## config.mk

```make
export PLATFORM = sky130hd
export DESIGN_NAME = event_object_waiter_queue
export DESIGN_NICKNAME = d
export VERILOG_FILES = /design/src/rtl/eowq_pkg.sv /design/src/rtl/eowq_ram.sv /design/src/rtl/eowq_slots.sv /design/src/rtl/event_object_waiter_queue.sv
export SDC_FILE = /design/constraint.sdc
export NUM_CORES = 1
export LEC_CHECK = 0
export ABC_CLOCK_PERIOD_IN_PS = 17520
export BUFFER_PORTS_ARGS = -buffer_cell sky130_fd_sc_hd__buf_2
export CORE_UTILIZATION = 55
export DETAILED_ROUTE_END_ITERATION = 7
export GPL_ROUTABILITY_DRIVEN = 1
export HOLD_SLACK_MARGIN = 0.08
export PLACE_DENSITY = 0.71
export SYNTH_ARGS = -nofsm -noshare
export SYNTH_HDL_FRONTEND = slang
export SYNTH_SLANG_ARGS = --single-unit
```

## constraint.sdc

```tcl
create_clock -name clk -period 17.52 [get_ports clk]
set_input_delay 1.752 -clock clk [delete_from_list [all_inputs] [get_ports clk]]
set_output_delay 1.752 -clock clk [all_outputs]
set_load 0.05 [all_outputs]
```

## src/rtl/eowq_pkg.sv

```systemverilog
`timescale 1ns / 1ps

package eowq_pkg;

    localparam int ID_W      = 4;
    localparam int WAITERS   = 1 << ID_W;
    localparam int SLOT_W    = ID_W;
    localparam int CNT_W     = $clog2(WAITERS + 1);
    localparam int TICK_W    = 32;
    localparam int CFG_IDX_W = 1;
    localparam int CFG_DAT_W = 1;

    typedef enum logic [1:0] {
        CMD_SET   = 2'd0,
        CMD_RESET = 2'd1,
        CMD_WAIT  = 2'd2,
        CMD_TICK  = 2'd3
    } cmd_t;

    typedef enum logic [1:0] {
        STATUS_GRANTED   = 2'd0,
        STATUS_TIMED_OUT = 2'd1,
        STATUS_QUEUED    = 2'd2,
        STATUS_REJECTED  = 2'd3
    } status_t;

    typedef enum logic [CFG_IDX_W-1:0] {
        CFG_MANUAL_RESET   = 1'd0,
        CFG_START_SIGNALED = 1'd1
    } cfg_idx_t;

    typedef enum logic [1:0] {
        ST_IDLE,
        ST_SET_ALL,
        ST_TICK,
        ST_FLUSH
    } state_t;

    // Update of the waiter slot table: insert at the tail or remove one slot.
    typedef struct packed {
        logic              ins;
        logic              rem;
        logic [SLOT_W-1:0] slot;
        logic              no_expiry;
    } slot_op_t;

endpackage

```

## src/rtl/eowq_ram.sv

```systemverilog
`timescale 1ns / 1ps

module eowq_ram #(
    parameter int WIDTH = 32,
    parameter int DEPTH = 16
) (
    input  logic                     clk,
    input  logic                     we,
    input  logic [$clog2(DEPTH)-1:0] waddr,
    input  logic [WIDTH-1:0]         wdata,
    input  logic [$clog2(DEPTH)-1:0] raddr,
    output logic [WIDTH-1:0]         rdata
);

    logic [WIDTH-1:0] mem [DEPTH];

    always_ff @(posedge clk)
    begin
        if (we)
        begin
            mem[waddr] <= wdata;
        end
        rdata <= mem[raddr];
    end

endmodule

```

## src/rtl/eowq_slots.sv

```systemverilog
`timescale 1ns / 1ps

module eowq_slots
    import eowq_pkg::*;
(
    input  logic               clk,
    input  logic               rst_n,
    input  slot_op_t           op,
    input  logic [SLOT_W-1:0]  lookup_rank,
    output logic [SLOT_W-1:0]  lookup_slot,
    output logic               lookup_hit,
    output logic [WAITERS-1:0] in_use,
    output logic [WAITERS-1:0] forever_mask,
    output logic [CNT_W-1:0]   count
);

    logic [WAITERS-1:0] in_use_reg;
    logic [WAITERS-1:0] in_use_next;
    logic [WAITERS-1:0] forever_reg;
    logic [WAITERS-1:0] forever_next;
    logic [SLOT_W-1:0]  rank_reg  [WAITERS];
    logic [SLOT_W-1:0]  rank_next [WAITERS];
    logic [CNT_W-1:0]   count_reg;
    logic [CNT_W-1:0]   count_next;
    logic [SLOT_W-1:0]  rem_rank;

    assign in_use       = in_use_reg;
    assign forever_mask = forever_reg;
    assign count        = count_reg;

    // Ranks are dense, so at most one slot matches.
    always_comb
    begin
        lookup_slot = '0;
        lookup_hit  = 1'b0;
        for (int i = 0; i < WAITERS; i++)
        begin
            if (in_use_reg[i] && rank_reg[i] == lookup_rank)
            begin
                lookup_slot = SLOT_W'(i);
                lookup_hit  = 1'b1;
            end
        end
    end

    assign rem_rank = rank_reg[op.slot];

    always_comb
    begin
        in_use_next  = in_use_reg;
        forever_next = forever_reg;
        rank_next    = rank_reg;
        count_next   = count_reg;
        if (op.rem)
        begin
            // close the gap behind the removed waiter
            for (int i = 0; i < WAITERS; i++)
            begin
                if (in_use_reg[i] && rank_reg[i] > rem_rank)
                begin
                    rank_next[i] = rank_reg[i] - SLOT_W'(1);
                end
            end
            in_use_next[op.slot] = 1'b0;
            rank_next[op.slot]   = '0;
            count_next           = count_reg - CNT_W'(1);
        end
        else if (op.ins)
        begin
            in_use_next[op.slot]  = 1'b1;
            forever_next[op.slot] = op.no_expiry;
            rank_next[op.slot]    = count_reg[SLOT_W-1:0];
            count_next            = count_reg + CNT_W'(1);
        end
    end

    always_ff @(posedge clk or negedge rst_n)
    begin
        if (!rst_n)
        begin
            in_use_reg  <= '0;
            forever_reg <= '0;
            count_reg   <= '0;
            for (int i = 0; i < WAITERS; i++)
            begin
                rank_reg[i] <= '0;
            end
        end
        else
        begin
            in_use_reg  <= in_use_next;
            forever_reg <= forever_next;
            count_reg   <= count_next;
            rank_reg    <= rank_next;
        end
    end

endmodule

```

## src/rtl/event_object_waiter_queue.sv

```systemverilog
`timescale 1ns / 1ps

// Channel   Ports                                      Transfer
// command   start, busy, cmd, waiter_id, timeout_ticks item taken when start && !busy
// result    result_valid, client_id, status, last      one cycle per item, no stall
// config    cfg_wr_en, cfg_index, cfg_data              written when cfg_wr_en is high
//
// Set in auto mode, reset and wait finish at the accepting edge, which registers any
// result. Set in manual mode grants one waiter a cycle. Tick reads one countdown a
// cycle from the countdown RAM, then flushes the final timeout. busy drops at the edge
// that registers the last result. Start-signaled is written only when idle and empty,
// with no command. Reset clears the queue and the mode; the event starts unsignaled.

module event_object_waiter_queue
    import eowq_pkg::*;
(
    input  logic                 clk,
    input  logic                 rst_n,
    input  logic                 start,
    output logic                 busy,
    input  logic [1:0]           cmd,
    input  logic [ID_W-1:0]      waiter_id,
    input  logic [TICK_W-1:0]    timeout_ticks,
    input  logic                 cfg_wr_en,
    input  logic [CFG_IDX_W-1:0] cfg_index,
    input  logic [CFG_DAT_W-1:0] cfg_data,
    output logic                 result_valid,
    output logic [ID_W-1:0]      client_id,
    output logic [1:0]           status,
    output logic                 last
);

    state_t             state_reg;
    state_t             state_next;
    logic               manual_reg;
    logic               flag_reg;
    logic               flag_next;
    logic [SLOT_W-1:0]  ptr_reg;
    logic [SLOT_W-1:0]  ptr_next;
    logic [CNT_W-1:0]   left_reg;
    logic [CNT_W-1:0]   left_next;
    logic [SLOT_W-1:0]  eval_slot_reg;
    logic [SLOT_W-1:0]  eval_slot_next;
    logic               pend_valid_reg;
    logic               pend_valid_next;
    logic [ID_W-1:0]    pend_id_reg;
    logic [ID_W-1:0]    pend_id_next;
    logic               res_valid_reg;
    logic               res_valid_next;
    logic [ID_W-1:0]    res_id_reg;
    logic [ID_W-1:0]    res_id_next;
    status_t            res_status_reg;
    status_t            res_status_next;
    logic               res_last_reg;
    logic               res_last_next;

    logic               accept;
    cmd_t               cmd_in;
    slot_op_t           op;
    logic [SLOT_W-1:0]  lookup_rank;
    logic [SLOT_W-1:0]  lookup_slot;
    logic               lookup_hit;
    logic [WAITERS-1:0] in_use;
    logic [WAITERS-1:0] forever_mask;
    logic [CNT_W-1:0]   count;
    logic               count_zero;
    logic               count_one;
    logic               ram_we;
    logic [SLOT_W-1:0]  ram_waddr;
    logic [TICK_W-1:0]  ram_wdata;
    logic [SLOT_W-1:0]  ram_raddr;
    logic [TICK_W-1:0]  ram_rdata;
    logic               eval_forever;
    logic               expire;

    assign busy       = (state_reg != ST_IDLE);
    assign accept     = start && !busy;
    assign cmd_in     = cmd_t'(cmd);
    assign count_zero = (count == '0);
    assign count_one  = (count == CNT_W'(1));

    assign result_valid = res_valid_reg;
    assign client_id    = res_id_reg;
    assign status       = res_status_reg;
    assign last         = res_last_reg;

    eowq_slots u_slots (
        .clk          (clk),
        .rst_n        (rst_n),
        .op           (op),
        .lookup_rank  (lookup_rank),
        .lookup_slot  (lookup_slot),
        .lookup_hit   (lookup_hit),
        .in_use       (in_use),
        .forever_mask (forever_mask),
        .count        (count)
    );

    // Write-back of the evaluated slot never meets the read of the next one:
    // they are different waiters.
    eowq_ram #(
        .WIDTH (TICK_W),
        .DEPTH (WAITERS)
    ) u_ticks_ram (
        .clk   (clk),
        .we    (ram_we),
        .waddr (ram_waddr),
        .wdata (ram_wdata),
        .raddr (ram_raddr),
        .rdata (ram_rdata)
    );

    assign eval_forever = forever_mask[eval_slot_reg];
    // count down one, expire on reaching zero
    assign expire       = !eval_forever && (ram_rdata[TICK_W-1:1] == '0);
    assign lookup_rank  = (state_reg == ST_TICK) ? (ptr_reg + SLOT_W'(1)) : '0;

    always_comb
    begin
        state_next = state_reg;
        unique case (state_reg)
            ST_IDLE:
            begin
                if (accept && cmd_in == CMD_SET && manual_reg && !count_zero)
                begin
                    state_next = ST_SET_ALL;
                end
                else if (accept && cmd_in == CMD_TICK && !count_zero)
                begin
                    state_next = ST_TICK;
                end
            end
            ST_SET_ALL:
            begin
                if (count_one || count_zero)
                begin
                    state_next = ST_IDLE;
                end
            end
            ST_TICK:
            begin
                if (left_reg == CNT_W'(1))
                begin
                    state_next = ST_FLUSH;
                end
            end
            ST_FLUSH:
            begin
                state_next = ST_IDLE;
            end
            default:
            begin
                state_next = ST_IDLE;
            end
        endcase
    end

    always_comb
    begin
        flag_next       = flag_reg;
        ptr_next        = ptr_reg;
        left_next       = left_reg;
        eval_slot_next  = eval_slot_reg;
        pend_valid_next = pend_valid_reg;
        pend_id_next    = pend_id_reg;
        res_valid_next  = 1'b0;
        res_id_next     = res_id_reg;
        res_status_next = res_status_reg;
        res_last_next   = 1'b0;
        op              = '0;
        ram_we          = 1'b0;
        ram_waddr       = waiter_id;
        ram_wdata       = timeout_ticks;
        ram_raddr       = lookup_slot;

        unique case (state_reg)
            ST_IDLE:
            begin
                if (accept)
                begin
                    unique case (cmd_in)
                        CMD_SET:
                        begin
                            if (manual_reg || !lookup_hit)
                            begin
                                flag_next = 1'b1;
                            end
                            else
                            begin
                                op.rem          = 1'b1;
                                op.slot         = lookup_slot;
                                res_valid_next  = 1'b1;
                                res_id_next     = lookup_slot;
                                res_status_next = STATUS_GRANTED;
                                res_last_next   = 1'b1;
                            end
                        end
                        CMD_RESET:
                        begin
                            flag_next = 1'b0;
                        end
                        CMD_WAIT:
                        begin
                            res_valid_next = 1'b1;
                            res_id_next    = waiter_id;
                            res_last_next  = 1'b1;
                            if (in_use[waiter_id])
                            begin
                                res_status_next = STATUS_REJECTED;
                            end
                            else if (flag_reg)
                            begin
                                res_status_next = STATUS_GRANTED;
                                if (!manual_reg)
                                begin
                                    flag_next = 1'b0;
                                end
                            end
                            else if (timeout_ticks == '0)
                            begin
                                res_status_next = STATUS_TIMED_OUT;
                            end
                            else
                            begin
                                res_status_next = STATUS_QUEUED;
                                op.ins          = 1'b1;
                                op.slot         = waiter_id;
                                op.no_expiry    = (timeout_ticks == '1);
                                ram_we          = 1'b1;
                            end
                        end
                        CMD_TICK:
                        begin
                            // fetch the oldest countdown
                            ptr_next        = '0;
                            left_next       = count;
                            eval_slot_next  = lookup_slot;
                            pend_valid_next = 1'b0;
                        end
                        default:
                        begin
                            flag_next = flag_reg;
                        end
                    endcase
                end
                else if (cfg_wr_en && cfg_idx_t'(cfg_index) == CFG_START_SIGNALED
                         && count_zero)
                begin
                    flag_next = cfg_data[0];
                end
            end
            ST_SET_ALL:
            begin
                if (lookup_hit)
                begin
                    op.rem          = 1'b1;
                    op.slot         = lookup_slot;
                    res_valid_next  = 1'b1;
                    res_id_next     = lookup_slot;
                    res_status_next = STATUS_GRANTED;
                    res_last_next   = count_one;
                end
            end
            ST_TICK:
            begin
                left_next      = left_reg - CNT_W'(1);
                eval_slot_next = lookup_slot;
                ram_waddr      = eval_slot_reg;
                ram_wdata      = ram_rdata - TICK_W'(1);
                if (expire)
                begin
                    // next waiter takes over this rank
                    op.rem          = 1'b1;
                    op.slot         = eval_slot_reg;
                    pend_valid_next = 1'b1;
                    pend_id_next    = eval_slot_reg;
                    if (pend_valid_reg)
                    begin
                        res_valid_next  = 1'b1;
                        res_id_next     = pend_id_reg;
                        res_status_next = STATUS_TIMED_OUT;
                    end
                end
                else
                begin
                    ptr_next = ptr_reg + SLOT_W'(1);
                    ram_we   = !eval_forever;
                end
            end
            ST_FLUSH:
            begin
                // hold the final timeout back until now so it can carry last
                if (pend_valid_reg)
                begin
                    res_valid_next  = 1'b1;
                    res_id_next     = pend_id_reg;
                    res_status_next = STATUS_TIMED_OUT;
                    res_last_next   = 1'b1;
                end
                pend_valid_next = 1'b0;
            end
            default:
            begin
                pend_valid_next = 1'b0;
            end
        endcase
    end

    always_ff @(posedge clk or negedge rst_n)
    begin
        if (!rst_n)
        begin
            state_reg      <= ST_IDLE;
            manual_reg     <= 1'b0;
            flag_reg       <= 1'b0;
            pend_valid_reg <= 1'b0;
            res_valid_reg  <= 1'b0;
        end
        else
        begin
            state_reg      <= state_next;
            flag_reg       <= flag_next;
            pend_valid_reg <= pend_valid_next;
            res_valid_reg  <= res_valid_next;
            if (cfg_wr_en && cfg_idx_t'(cfg_index) == CFG_MANUAL_RESET)
            begin
                manual_reg <= cfg_data[0];
            end
        end
    end

    always_ff @(posedge clk)
    begin
        ptr_reg        <= ptr_next;
        left_reg       <= left_next;
        eval_slot_reg  <= eval_slot_next;
        pend_id_reg    <= pend_id_next;
        res_id_reg     <= res_id_next;
        res_status_reg <= res_status_next;
        res_last_reg   <= res_last_next;
    end

endmodule
```

==> reports/results.tsv <==
stage	metric	value	unit
critical_path	Slowest cell on crit path	buf_4	
critical_path	largest fanout on the critical path	59	
critical_path	Worst setup EP type	flip-flop	
placement	dpl cell area	33740	µm²
drt	DR pass1 iterations	8	
logic_synthesis	Cell variety after synth	83	
timing	WHS	0.4889	ns
power	LEAKAGE	12.29	nW
drt	Iteration-0 DRC Markers	1736	
critical_path	Worst setup SP type	flip-flop	
final_layout	area grow syn2layout	11.47	%
floorplan	core area	57920	µm²
drt	Avg WL per Cell	23.76	µm
timing	final slew viol count	0	
floorplan	die area	59810	µm²
drt	vias	20143	
timing	Max Fclk	0.1145	GHz
drt	routed wire length	77.37	mm
logic_synthesis	syn_area_per_cell	13.75	µm²
timing	Rel. slew slack	0.2342	
critical_path	crit path buf inv count	2	
job	total of max-cap violations	0	
timing	actual slew at the worst max-slew pin	1.149	ns
drt	DR DRC count	0	
grt	vias in the first global route	20182	
logic_synthesis	Mapped Nets	2489	
floorplan	die width	244.6	µm
grt	antenna violations before repair	0	
final_layout	fin cells	3257	
final_layout	Largest register FFs	512	
clocking	# hold bufs at CTS	0	
final_layout	most common cell after layout, fill and taps aside	edfxtp_1	
final_layout	layout cells sized above 1	0.1212	
clocking	post-CTS resize count	0	
logic_synthesis	ys async rst share	0.1585	
drt	Routed Antenna Nets	0	
clocking	Root Buffer	clkbuf_16	
grt	GRT Residual Overflow	0	
logic_synthesis	flops & latches, synth	675	
logic_synthesis	synthesized netlist cell count	2354	
grt	gr usage total	0.2622	
logic_synthesis	top cell type's share of synthesized area	0.4965	
critical_path	top cell family by delay on the critical path	compound AO/OA/AOI/OAI gates	
floorplan	Starting Density	0.5587	
clocking	CTS Buffer Depth	3	
drt	DR vias/cell	6.185	
hold_path	worst hold path class	flip-flop to flip-flop	
clocking	CTS clock-pin slew for the worst setup and hold paths	0.06	ns
power	Peak VDD IR	0.00008817	V
power	pwr/cell area	90.45	nW/µm²
final_layout	Fillers	4339	
final_layout	NumNets Final	2567	
clocking	CTS buffer count	72	
timing	unrepaired setup endpoints after global routing	false	
timing	Setup TNS	0	ns
logic_synthesis	Synth warnings	0	
clocking	worst skew pair latency	0.62	ns
floorplan	die height	244.6	µm
final_layout	most frequent cells in the layout	edfxtp_1 (535), mux2i_1 (531), nand2_1 (125), xnor2_1 (108), dfrtp_1 (107)	
critical_path	crit path launch	state_reg[1]$_DFFE_PN0P_	
placement	Post-DP HPWL	46.22	mm
grt	first-pass GRT wire length	118.8	mm
logic_synthesis	Cell Area, Synth	32360	µm²
logic_synthesis	ranking of synthesized cells by area	edfxtp_1 (50%), mux2i_1 (16%), dfrtp_1 (8.3%), ha_1 (3.5%), xnor2_1 (2.9%)	
clocking	CTS tree	yes	
logic_synthesis	Seq/Total Area, Yosys	0.5996	
final_layout	Core Util, Final	0.6228	
clocking	Sink Count	675	
logic_synthesis	Post-synth EDFFs	535	
timing	setup violators final	0	
critical_path	data required time of the worst path	17.96	ns
timing	endpoints failing hold	0	
critical_path	critical path type	flip-flop to flip-flop	
critical_path	slowest stage delay, CP	1.00	ns
power	Tot Pwr	3.263	mW
timing	Setup WS post-layout	8.784	ns
grt	largest net degree at the start of global routing	99	
critical_path	CP arrival	9.18	ns
final_layout	Design Area, Final	36070	µm²
timing	Fin Clk Skew	0.02696	ns
hold_path	beginning of the worst hold path	u_slots.forever_mask[10]$_DFFE_PN0P_	
placement	pre-CTS setup slack	8.864	ns
timing	Tmin final	8.736	ns
timing	fin crit share	0.4986	
floorplan	row cnt	88	
floorplan	IO Count	53	
clocking	number of post-CTS setup repair buffers	0	
run_status	status	finished clean	
clocking	# H-tree levels	3	
critical_path	worst path cell trace	or3b_1 -> mux2i_4 -> xnor2_1 -> nand4_1 -> nor2b_1 -> o211ai_1 -> o221a_4 -> buf_4 -> a21o_1 -> buf_4 -> mux2i_1 -> a2bb2oi_1 -> or4_1 -> ha_1 -> nor2b_1 -> o21a_1 -> o21a_1 -> o2111ai_1 -> nor2_1 -> xnor2_1 -> mux2i_1	
final_layout	ANT cells	0	
critical_path	R2R Path Start	state_reg[1]$_DFFE_PN0P_	
placement	Port-buffer cells	52	
placement	GP Congestion	0.8975	
logic_synthesis	cell taking the most area after synthesis	edfxtp_1	
placement	dpl cells	3122	
logic_synthesis	top_reg_cell synth	edfxtp_1	
cell families after synthesis:
| group | after synthesis | share of synthesized area |
|---|---|---|
| AO/OA/AOI/OAI | 274 | 0.05572 |
| XOR/XNOR | 119 | 0.03221 |
| adder cells (fa/ha/maj) | 91 | 0.03519 |
| buffers and inverters | 183 | 0.02355 |
| flip-flops | 675 | 0.5996 |
| multiplexers | 568 | 0.1834 |
| AND/OR/NAND/NOR | 444 | 0.07033 |
worst register-to-register path, stage by stage, from the launching register on:
cell       delay, ns
dfrtp_1         0.84
or3b_1          0.47
mux2i_4         0.73
xnor2_1         0.20
nand4_1         0.21
nor2b_1         0.21
o211ai_1        0.22
o221a_4         0.87
buf_4           1.01
a21o_1          0.22
buf_4           0.44
mux2i_1         0.28
a2bb2oi_1       0.09
or4_1           0.98
ha_1            0.49
nor2b_1         0.14
o21a_1          0.16
o21a_1          0.16
o2111ai_1       0.45
nor2_1          0.12
xnor2_1         0.18
mux2i_1         0.10
final cells by class:
type | instances | area [µm²] | share of cell area
flip-flops and latches | 675 | 19400 | 0.5379
multi-input cells | 1496 | 12370 | 0.3428
clock buffers | 101 | 1991 | 0.05519
well taps | 765 | 957.2 | 0.02653
repair buffers | 116 | 740.7 | 0.02053
clock inverters | 33 | 337.8 | 0.009365
inverters | 71 | 276.5 | 0.007666
power by group:
| group | total, mW | switching, mW | internal, mW |
|---|---|---|---|
| logic | 0.0491 | 0.0349 | 0.0141 |
| registers | 1.73 | 0.00188 | 1.73 |
| clock network | 1.48 | 0.632 | 0.849 |
final timing paths:
check	to	slack, ns	cells past startpoint
min reg2reg	u_slots.forever_mask[10]$_DFFE_PN0P_	0.49	1
min	u_slots.forever_mask[10]$_DFFE_PN0P_	0.49	1
max reg2reg	u_slots.rank_reg[14]$_DFFE_PN0P_	8.78	21
max	u_slots.rank_reg[14]$_DFFE_PN0P_	8.78	21
min in group asynchronous	u_slots.rank_reg[30]$_DFFE_PN0P_	1.13	1
max in group asynchronous	u_slots.forever_mask[4]$_DFFE_PN0P_	15.12	2
layer usage:
metal / wire length [µm] / global-route usage / up-vias
li1: - / - / 9101
met1: 33180 / 0.3582 / 10170
met2: 37180 / 0.4270 / 706
met3: 4560 / 0.03852 / 166
met4: 2456 / 0.09485 / 0
met5: 0 / 0 / -
synthesized netlist by cell type, drive strengths merged (38+ instances only):
master    n
nand4    44
buf      45
clkbuf   67
nor2    101
nor4     38
mux2i   532
dfrtp   107
edfxtp  535
xnor2   108
inv      70
ha       91
o21ai    98
nand2   125
Note: power is estimated with default switching activity, not from simulation.
